[config.mk]
export PLATFORM = sky130hd
export DESIGN_NAME = mac_whitelist_rssi_table
export DESIGN_NICKNAME = d
export VERILOG_FILES = /design/src/rtl/core/mwrt_pkg.sv /design/src/rtl/core/mwrt_ctrl.sv /design/src/rtl/core/mwrt_dp.sv /design/src/rtl/core/mac_whitelist_rssi_table.sv
export SDC_FILE = /design/constraint.sdc
export NUM_CORES = 2
export LEC_CHECK = 0
export BUFFER_PORTS_ARGS = -buffer_cell sky130_fd_sc_hd__buf_2
export CORE_ASPECT_RATIO = 1.2
export CORE_MARGIN = 4
export CORE_UTILIZATION = 25
export DETAILED_ROUTE_END_ITERATION = 10
export GPL_TIMING_DRIVEN = 0
export PLACE_DENSITY = 0.36
export SYNTH_ARGS = -nofsm -noshare
export SYNTH_HDL_FRONTEND = slang
export SYNTH_SLANG_ARGS = --single-unit
[constraint.sdc]
create_clock -name clk -period 12.5 [get_ports clk]
set_input_delay 3.125 -clock clk [delete_from_list [all_inputs] [get_ports clk]]
set_output_delay 3.125 -clock clk [all_outputs]
set_load 0.05 [all_outputs]
[src/rtl/core/mwrt_pkg.sv]
`default_nettype none
package mwrt_pkg;

	localparam int unsigned TABLE_ENTRIES_DEF = 16;
	localparam int unsigned ADDR_W = 48;
	localparam int unsigned RSSI_W = 8;
	localparam int unsigned TIME_W = 32;
	localparam int unsigned TIMEOUT_W = 16;
	localparam int unsigned REQ_W = 3;

	localparam logic signed [RSSI_W-1:0] RSSI_ABSENT = -8'sd100;
	localparam logic [TIMEOUT_W-1:0] TIMEOUT_RESET = 16'd1000;

	typedef enum logic [REQ_W-1:0] {
		REQ_ADD      = 3'd0,
		REQ_REMOVE   = 3'd1,
		REQ_CONTAINS = 3'd2,
		REQ_SET_RSSI = 3'd3,
		REQ_GET_RSSI = 3'd4
	} req_t;

	typedef enum logic [2:0] {
		ST_IDLE,
		ST_SCAN,
		ST_DRAIN,
		ST_FETCH,
		ST_EXEC
	} state_t;

	typedef struct packed {
		logic load_req;
		logic scan;
		logic fetch;
		logic exec;
	} cmd_t;

	typedef struct packed {
		logic scan_last;
		logic out_free;
	} status_t;

endpackage
`default_nettype wire

[src/rtl/core/mwrt_ctrl.sv]
`default_nettype none
module mwrt_ctrl (
	input  wire logic              clk,
	input  wire logic              arst_n,
	input  wire logic              in_valid,
	output logic                   in_stall,
	input  wire mwrt_pkg::status_t status,
	output mwrt_pkg::cmd_t         cmd
);
	import mwrt_pkg::*;

	state_t state_q;
	state_t state_d;

	always_ff @(posedge clk or negedge arst_n) begin
		if (!arst_n) begin
			state_q <= ST_IDLE;
		end else begin
			state_q <= state_d;
		end
	end

	always_comb begin
		state_d = state_q;
		cmd = '0;
		in_stall = 1'b1;
		unique case (state_q)
			ST_IDLE: begin
				in_stall = 1'b0;
				if (in_valid) begin
					cmd.load_req = 1'b1;
					state_d = ST_SCAN;
				end
			end
			ST_SCAN: begin
				cmd.scan = 1'b1;
				if (status.scan_last) begin
					state_d = ST_DRAIN;
				end
			end
			ST_DRAIN: begin
				state_d = ST_FETCH;
			end
			ST_FETCH: begin
				cmd.fetch = 1'b1;
				state_d = ST_EXEC;
			end
			ST_EXEC: begin
				if (status.out_free) begin
					cmd.exec = 1'b1;
					state_d = ST_IDLE;
				end
			end
			default: begin
				state_d = ST_IDLE;
			end
		endcase
	end

endmodule
`default_nettype wire

[src/rtl/core/mwrt_dp.sv]
`default_nettype none
module mwrt_dp #(
	parameter int unsigned TABLE_ENTRIES = mwrt_pkg::TABLE_ENTRIES_DEF
) (
	input  wire logic                                 clk,
	input  wire logic                                 arst_n,
	input  wire mwrt_pkg::cmd_t                       cmd,
	output mwrt_pkg::status_t                         status,
	input  wire logic                                 cfg_valid,
	input  wire logic [mwrt_pkg::TIMEOUT_W-1:0]       stale_timeout_ms,
	input  wire logic [mwrt_pkg::REQ_W-1:0]           req_type,
	input  wire logic [mwrt_pkg::ADDR_W-1:0]          station_address,
	input  wire logic signed [mwrt_pkg::RSSI_W-1:0]   rssi_value,
	input  wire logic [mwrt_pkg::TIME_W-1:0]          now_ms,
	output logic                                      out_valid,
	input  wire logic                                 out_stall,
	output logic                                      found,
	output logic signed [mwrt_pkg::RSSI_W-1:0]        rssi_out,
	output logic                                      table_full
);
	import mwrt_pkg::*;

	localparam int unsigned IDX_W = (TABLE_ENTRIES > 1) ? $clog2(TABLE_ENTRIES) : 1;
	localparam logic [IDX_W-1:0] LAST_IDX = IDX_W'(TABLE_ENTRIES - 1);

	logic [ADDR_W-1:0]        addr_mem [TABLE_ENTRIES];
	logic signed [RSSI_W-1:0] rssi_mem [TABLE_ENTRIES];
	logic [TIME_W-1:0]        last_mem [TABLE_ENTRIES];
	logic [TABLE_ENTRIES-1:0] valid_q;

	logic [TIMEOUT_W-1:0]     timeout_q;
	logic [REQ_W-1:0]         req_q;
	logic [ADDR_W-1:0]        addr_q;
	logic signed [RSSI_W-1:0] rssi_in_q;
	logic [TIME_W-1:0]        now_q;

	logic [IDX_W-1:0]         idx_q;
	logic                     chk_s1;
	logic                     vld_s1;
	logic [IDX_W-1:0]         idx_s1;
	logic [ADDR_W-1:0]        addr_s1;

	logic                     found_q;
	logic [IDX_W-1:0]         slot_q;
	logic                     free_ok_q;
	logic [IDX_W-1:0]         free_q;

	logic signed [RSSI_W-1:0] rssi_rd_q;
	logic [TIME_W-1:0]        last_rd_q;

	logic                     out_valid_q;
	logic                     out_found_q;
	logic signed [RSSI_W-1:0] out_rssi_q;
	logic                     out_full_q;

	logic [TIME_W-1:0]        age;
	logic                     fresh;
	logic                     do_add;
	logic                     do_set;
	logic                     do_remove;
	logic                     is_get;
	logic                     add_full;
	logic [IDX_W-1:0]         wr_idx;
	logic signed [RSSI_W-1:0] wr_rssi;
	logic signed [RSSI_W-1:0] lookup_rssi;

	assign age = now_q - last_rd_q;
	assign fresh = age < {{(TIME_W-TIMEOUT_W){1'b0}}, timeout_q};

	always_comb begin
		do_add = 1'b0;
		do_set = 1'b0;
		do_remove = 1'b0;
		is_get = 1'b0;
		add_full = 1'b0;
		unique case (req_q)
			REQ_ADD: begin
				do_add = !found_q && free_ok_q;
				add_full = !found_q && !free_ok_q;
			end
			REQ_REMOVE: begin
				do_remove = found_q;
			end
			REQ_SET_RSSI: begin
				do_set = found_q;
			end
			REQ_GET_RSSI: begin
				is_get = 1'b1;
			end
			default: begin
			end
		endcase
	end

	assign wr_idx = do_add ? free_q : slot_q;
	assign wr_rssi = do_add ? RSSI_ABSENT : rssi_in_q;
	assign lookup_rssi = (found_q && fresh) ? rssi_rd_q : RSSI_ABSENT;

	always_comb begin
		status.scan_last = (idx_q == LAST_IDX);
		status.out_free = !out_valid_q || !out_stall;
	end

	assign out_valid = out_valid_q;
	assign found = out_found_q;
	assign rssi_out = out_rssi_q;
	assign table_full = out_full_q;

	always_ff @(posedge clk or negedge arst_n) begin
		if (!arst_n) begin
			timeout_q <= TIMEOUT_RESET;
			valid_q <= '0;
			idx_q <= '0;
			chk_s1 <= 1'b0;
			found_q <= 1'b0;
			free_ok_q <= 1'b0;
			out_valid_q <= 1'b0;
		end else begin
			if (cfg_valid) begin
				timeout_q <= stale_timeout_ms;
			end
			chk_s1 <= cmd.scan;
			if (cmd.load_req) begin
				idx_q <= '0;
				found_q <= 1'b0;
				free_ok_q <= 1'b0;
			end else if (cmd.scan) begin
				idx_q <= idx_q + IDX_W'(1);
			end
			if (chk_s1) begin
				if (vld_s1 && addr_s1 == addr_q) begin
					found_q <= 1'b1;
				end
				if (!vld_s1 && !free_ok_q) begin
					free_ok_q <= 1'b1;
				end
			end
			if (cmd.exec) begin
				if (do_add) begin
					valid_q[free_q] <= 1'b1;
				end else if (do_remove) begin
					valid_q[slot_q] <= 1'b0;
				end
				out_valid_q <= 1'b1;
			end else if (out_valid_q && !out_stall) begin
				out_valid_q <= 1'b0;
			end
		end
	end

	always_ff @(posedge clk) begin
		if (cmd.load_req) begin
			req_q <= req_type;
			addr_q <= station_address;
			rssi_in_q <= rssi_value;
			now_q <= now_ms;
		end
		if (cmd.scan) begin
			addr_s1 <= addr_mem[idx_q];
			vld_s1 <= valid_q[idx_q];
			idx_s1 <= idx_q;
		end
		if (chk_s1) begin
			if (vld_s1 && addr_s1 == addr_q) begin
				slot_q <= idx_s1;
			end
			if (!vld_s1 && !free_ok_q) begin
				free_q <= idx_s1;
			end
		end
		if (cmd.fetch) begin
			rssi_rd_q <= rssi_mem[slot_q];
			last_rd_q <= last_mem[slot_q];
		end
		if (cmd.exec) begin
			if (do_add) begin
				addr_mem[free_q] <= addr_q;
			end
			if (do_add || do_set) begin
				rssi_mem[wr_idx] <= wr_rssi;
				last_mem[wr_idx] <= now_q;
			end
			out_found_q <= found_q;
			out_rssi_q <= is_get ? lookup_rssi : '0;
			out_full_q <= add_full;
		end
	end

endmodule
`default_nettype wire

[src/rtl/core/mac_whitelist_rssi_table.sv]
`default_nettype none
// Channel   Direction  Handshake          Word
// request   in         in_valid/in_stall   req_type, station_address, rssi_value, now_ms
// result    out        out_valid/out_stall found, rssi_out, table_full
// config    in         cfg_valid/cfg_ready stale_timeout_ms
//
// A request is accepted in the idle state; its result word is registered on the return to
// idle, and the next request can be taken in that cycle. A result is written only once the
// output register is free. The address scan examines one table entry per cycle.
// Reset clears all valid bits and loads a timeout of 1000 ms.
// A result waits in the output register while a new request is scanned.
module mac_whitelist_rssi_table #(
	parameter int unsigned TABLE_ENTRIES = mwrt_pkg::TABLE_ENTRIES_DEF
) (
	input  wire logic                                 clk,
	input  wire logic                                 arst_n,
	input  wire logic                                 cfg_valid,
	output logic                                      cfg_ready,
	input  wire logic [mwrt_pkg::TIMEOUT_W-1:0]       stale_timeout_ms,
	input  wire logic                                 in_valid,
	output logic                                      in_stall,
	input  wire logic [mwrt_pkg::REQ_W-1:0]           req_type,
	input  wire logic [mwrt_pkg::ADDR_W-1:0]          station_address,
	input  wire logic signed [mwrt_pkg::RSSI_W-1:0]   rssi_value,
	input  wire logic [mwrt_pkg::TIME_W-1:0]          now_ms,
	output logic                                      out_valid,
	input  wire logic                                 out_stall,
	output logic                                      found,
	output logic signed [mwrt_pkg::RSSI_W-1:0]        rssi_out,
	output logic                                      table_full
);
	import mwrt_pkg::*;

	cmd_t    cmd;
	status_t status;

	assign cfg_ready = 1'b1;

	mwrt_ctrl u_ctrl (
		.clk      (clk),
		.arst_n   (arst_n),
		.in_valid (in_valid),
		.in_stall (in_stall),
		.status   (status),
		.cmd      (cmd)
	);

	mwrt_dp #(
		.TABLE_ENTRIES (TABLE_ENTRIES)
	) u_dp (
		.clk              (clk),
		.arst_n           (arst_n),
		.cmd              (cmd),
		.status           (status),
		.cfg_valid        (cfg_valid),
		.stale_timeout_ms (stale_timeout_ms),
		.req_type         (req_type),
		.station_address  (station_address),
		.rssi_value       (rssi_value),
		.now_ms           (now_ms),
		.out_valid        (out_valid),
		.out_stall        (out_stall),
		.found            (found),
		.rssi_out         (rssi_out),
		.table_full       (table_full)
	);

endmodule
`default_nettype wire
After elaboration in Yosys (flattened, before gate mapping)
Memory sizes are Yosys's and may differ from the RTL's. A register that Yosys moved wholly into a read port is not among the register bits.
Cells that the tools add are included.
Storage, ports and cells
  register bits after elaboration: 157
  bits in writable memories: 1408
  input port bits: 112
  output and inout bits: 13
  memories: 3
Operators by class
  bitwise operators: 3
  equality and inequality tests: 12
  reduce and logical (&&, ||, !) cells: 25
  order comparisons: 6
  muxes and demuxes: 42
  add/subtract/negate cells: 2
Memories
  u_dp.addr_mem: words 16, bits a word 48, rd ports 1, clocked after memory_dff 1, write ports 1, line mwrt_dp.sv:26  | logic [ADDR_W-1:0] addr_mem [TABLE_ENTRIES];
  u_dp.last_mem: words 16, bits a word 32, rd ports 1, clocked after memory_dff 1, write ports 1, line mwrt_dp.sv:28  | logic [TIME_W-1:0] last_mem [TABLE_ENTRIES];
  u_dp.rssi_mem: words 16, bits a word 8, rd ports 1, clocked after memory_dff 1, write ports 1, line mwrt_dp.sv:27  | logic signed [RSSI_W-1:0] rssi_mem [TABLE_ENTRIES];
Operators by type and width (count)
  $eq A48 B48 Y1: 1
  $lt A32 B16 Y1: 1
  $mux W16: 2
  $sub A32 B32 Y32: 1
  $mux W1: 28
  $and A16 B16 Y16: 1
  $mux W8: 2
  $not A16 Y16: 1
  $or A16 B16 Y16: 1
  $lt A4 B5 Y1 const B: 3
  $pmux W3 S5: 1
  $mux W4: 3
  $eq A3 B2 Y1 const B: 3
  $mux W3: 3
  $demux W1 S4: 2
  $ge A4 B1 Y1 const B: 2
  $logic_and A1 B1 Y1: 8
  $reduce_and A2 Y1: 4
  $eq A3 B1 Y1 const B: 2
  $eq A3 B3 Y1 const B: 2
  $logic_not A3 Y1: 2
  $ne A2 B2 Y1 const B: 3
  $reduce_bool A2 Y1: 3
  $logic_not A1 Y1: 5
  5 further kinds: 6

Logic depth before layout (Yosys ltp)
  depth after elaboration: 8
  gate-level depth with buffers: 21

By module
Synthesis repeated with hierarchy kept, for this count alone.
Unflattened totals
  cells, all modules: 2846
  area, all modules: 64002.6 um^2
Modules (own cells, without submodules)
  mwrt_dp: cells each 2826, instances 1, area an instance 63822.5 um^2, seq. area each 49354.8 um^2
  mwrt_ctrl: cells each 18, instances 1, area an instance 168.9 um^2, seq. area each 75.1 um^2
  mac_whitelist_rssi_table: cells each 2, instances 1, area an instance 11.3 um^2, seq. area each 0.0 um^2

Worst setup path before layout
No wires, ideal clock.
  kind: in2reg
  from: in out_stall
  to: mem u_dp.last_mem[15][0], enable pin
  data required time: 11.962 ns
  data arrival time: 7.398 ns
  setup slack: 4.564 ns
  cell stages on the path: 3
  setup time: 0.538 ns
  buffers on the path: 0
  path through: nand2_1 -> nand3_1 -> nor4_1
On the way
  word-level cells in the longest chain between the ends: 6
RTL lines
  from (decl): line mac_whitelist_rssi_table.sv:27  | input wire logic out_stall,
  $logic_not A1 Y1: line mwrt_dp.sv:101  | status.out_free = !out_valid_q || !out_stall;
  $logic_or A1 B1 Y1: line mwrt_dp.sv:101
  $mux W1: line mwrt_ctrl.sv:49  | if (status.out_free) begin
  $mux W1: line mwrt_ctrl.sv:27  | unique case (state_q)
  $mux W1: line mwrt_dp.sv:175  | if (cmd.exec) begin
  $mux W1 (not written as such): line mwrt_dp.sv:181  | last_mem[wr_idx] <= now_q;
  to (decl): line mwrt_dp.sv:28
Every way passes these cells.

==> results.md <==
* Status: complete, no violations
* Fin worst setup slack at roughly 6500 ps
* Slew margin rel. at 9.09%
* Nets at about 3400
* Final instance area at between 70000 and 80000 um2
* Reg2Reg Capture Point: u_dp.rssi_out[7]
* Dpl cell area at just over 70000 um2
* GRT Residual Overflow at 0
* Fill cells at approximately 25000
* Wire per inst at roughly 28 um
* Worst-skew pair later-pin latency at approximately 820 ps
* Power density cells at ~180 nW/um2
* Max Clk Rate at 167 MHz
* DR vias at between 30000 and 40000
* CTS buffer count at 188
* Max clock buf depth at 3
* Reg2reg setup slack at about 7000 ps
* Crit path time final at roughly 6000 ps
* DRT Pass-1 Iters at 5
* Max Cap Viol at 0
* Synthesized net count at 2989
* First-pass GRT wire length at 263 mm
* Slew @ Worst Pin at 1360 ps
* Worst Path Arrival at 6520 ps
* Rows at between 200 and 250
* Clock tree from TritonCTS: built
* GRT Total Usage at between 10% and 20%
* WHS Path Cells at 0
* IO Pins at roughly 130
* Placement Setup Slack at about 5500 ps
* Setup-failing EPs final at 0
* Critical path startpoint category: input port
* Unrepaired setup endpoints after global routing: no
* Vias in the first global route at about 33000
* Number of synthesized flops with an enable pin at 1610
* Crit Path Category: in2reg
* Lkg Pwr at 24.2 nW
* Die Ht at 562 um
* Share of the synthesized area in the top cell type at between 70% and 80%
* CTS Root Cell: clkbuf_16
* Multi-input logic area at 14000 um2
* Clock tree sinks at approximately 1700
* Hold Path Class: reg2reg
* DRC violations left at 0
* Top cells by area, synth: edfxtp_1, mux4_2, dfrtp_1
* R2R depth at 19
* Min-delay src: u_dp.idx_s1[3]
* CTS resizes at 0
* Mapped Cells at about 2800
* Synthesized cell area at around 64000 um2
* Leading area contributor after synthesis: edfxtp_1
* Fin. max-slew vios at 0
* Layout cell share with drive strength beyond 1 at between 30% and 40%
* Total power at 0.0142 W
* Worst-path clk slew at roughly 60 ps
* Synth-to-layout area growth at 20.5%
* Post-DP HPWL at around 120 mm
* Final std cells w/o fill at 6815
* Seq/Total Area, Yosys at 77.4%
* Synth Warn # at 0
* Cell variety after synth at between 80 and 90
* Initial Utilization at ~25%
* Placed cells at 6474
* Largest net degree at the start of global routing at 57
* Final hold vios at 0
* Die Wd at roughly 470 um
* Final wirelength at about 190 mm
* Worst vdd ir at between 150 and 200 uV
* Postcts setup bufs at 0
* Die ar. at 264000 um2
* Fin crit share at between 40% and 50%
* Crit-path max FO at 17
* Top FF cell, synth: edfxtp_1
* Critical path capture point type: flop
* Number of port buffers at approximately 120
* Post-route ant nets at 0
* Reg area at ~49000 um2
* RePlAce Congestion at between 0.7 and 0.8
* Async set-or-reset flop fraction in the synthesized netlist at 2.60%
* Flops & latches, synth at about 1700
* Initial antenna violation count at 8
* Fin util at 30.2%
* Hold buffers post-CTS at 0
* Endpoint, Worst Hold: u_dp.slot_q[3]
* Critical path data required time at approximately 13000 ps
* H-tree depth at 4
* Core box area at 255000 um2
* Skew final at around 33 ps
* Iter 0 DRT Violations at roughly 2300
* Via/cell ratio at about 4.4
* R2R Path Start: u_dp.now_q[0]
* Avg Synthesized Cell Area at between 20 and 25 um2
## synthesized netlist by cell type, drive strengths merged, types with 6 or more instances
master / count
xor2: 21
dfrtp: 37
clkbuf: 67
o22a: 6
mux2i: 6
o22ai: 7
nand4: 18
nor3: 18
nand3: 16
buf: 49
ha: 47
a221oi: 7
xnor2: 32
inv: 73
a21o: 18
nor2: 60
nand2b: 11
dfstp: 6
edfxtp: 1610
nor4: 15
and2: 10
nand2: 68
o21ai: 39
a21oi: 52
nor3b: 7
mux4: 445
nor2b: 10
## per-layer routing
layer / track usage (%) / wire [um] / vias to the layer above
li1: - / - / 12900
met1: 18.5 / 82000 / 16500
met2: 24.5 / 95800 / 574
met3: 2.23 / 5980 / 227
met4: 3.53 / 4310 / 0
met5: 0 / 0 / -
## registers in the layout, indices dropped and copies added, names as in the netlist, 4 cells and up
register	flops
u_dp.addr_mem	768
u_dp.addr_q	48
u_dp.addr_s1	48
u_dp.free_q	4
u_dp.idx_q	4
u_dp.idx_s1	4
u_dp.last_mem	512
u_dp.last_rd_q	32
u_dp.now_q	32
u_dp.rssi_in_q	8
u_dp.rssi_mem	128
u_dp.rssi_out	8
u_dp.rssi_rd_q	8
u_dp.slot_q	4
u_dp.timeout_q	16
u_dp.valid_q	16
## how the worst max path moves through the flow
stage	start	endpoint	slack [ps]	depth (start not counted)
after detailed placement	out_stall	u_dp.last_mem[8][1]	5530	8
final	out_stall	u_dp.rssi_mem[8][2]	6500	8
after floorplan	out_stall	u_dp.last_mem[15][0]	4560	3
after global placement	out_stall	u_dp.last_mem[3][16]	-3620	4
after CTS	out_stall	u_dp.rssi_mem[8][2]	6430	8
after global routing	out_stall	u_dp.rssi_mem[8][2]	6340	8
## worst max-delay path, stage by stage
cell and delay (ps):
buf_2 130, nand2_1 110, nand3_1 430, inv_1 840
nand3_1 550, nor2_4 820, buf_12 290, buf_16 180
## metrics by stage
| step | hold WS (ps) | TNS (ps) |
|---|---|---|
| finish | 442 | 0 |
| global route | 461 | 0 |
| detailed placement | 431 | 0 |
| CTS | 446 | 0 |
| global placement | 426 | -872660 |
| floorplan | 421 | 0 |
## layout make-up
cell class,count,area share (%)
plain buffers,116,0.632
clock inverters,102,1.06
clock buffers,238,6.59
inverters,73,0.366
diodes,1,0.00325
multi-input cells,987,18.1
well taps,3382,5.49
repair buffers,263,3.54
flip-flops and latches,1653,64.2
## logic make-up after synthesis
group | share of synthesized area, %
AOI/OAI and AO/OA | 2.10
adders and majority gates | 0.952
buffers and inverters | 1.18
other | 0.00587
and+or+nand+nor | 1.90
muxes | 15.8
xor gates and xnor gates | 0.726
DFF | 77.4
## where the power goes
| part | leakage (nW) | switching, W | internal (W) | total, W |
|---|---|---|---|---|
| clock network | 2.88 | 0.00226 | 0.00305 | 0.00531 |
| logic | 6.25 | 0.00128 | 0.000986 | 0.00226 |
| registers | 15.1 | 0.000218 | 0.00642 | 0.00664 |
## layout by cell type (no fill, tap or decap), drive strengths merged, types with 7 or more instances in the layout
master and count:
edfxtp 1610, mux4 445, clkbuf 309, buf 308
clkinv 81, inv 79, nand2 68, nor2 60
a21oi 52, ha 47, o21ai 39, dfrtp 37
xnor2 32, xor2 21, nand4 18, a21o 18
nor3 18, nand3 16, nor4 15, nand2b 11
and2 10, nor2b 10, bufinv 9, o22ai 7
a221oi 7, nor3b 7
Note: power is estimated with default switching activity, not from simulation.
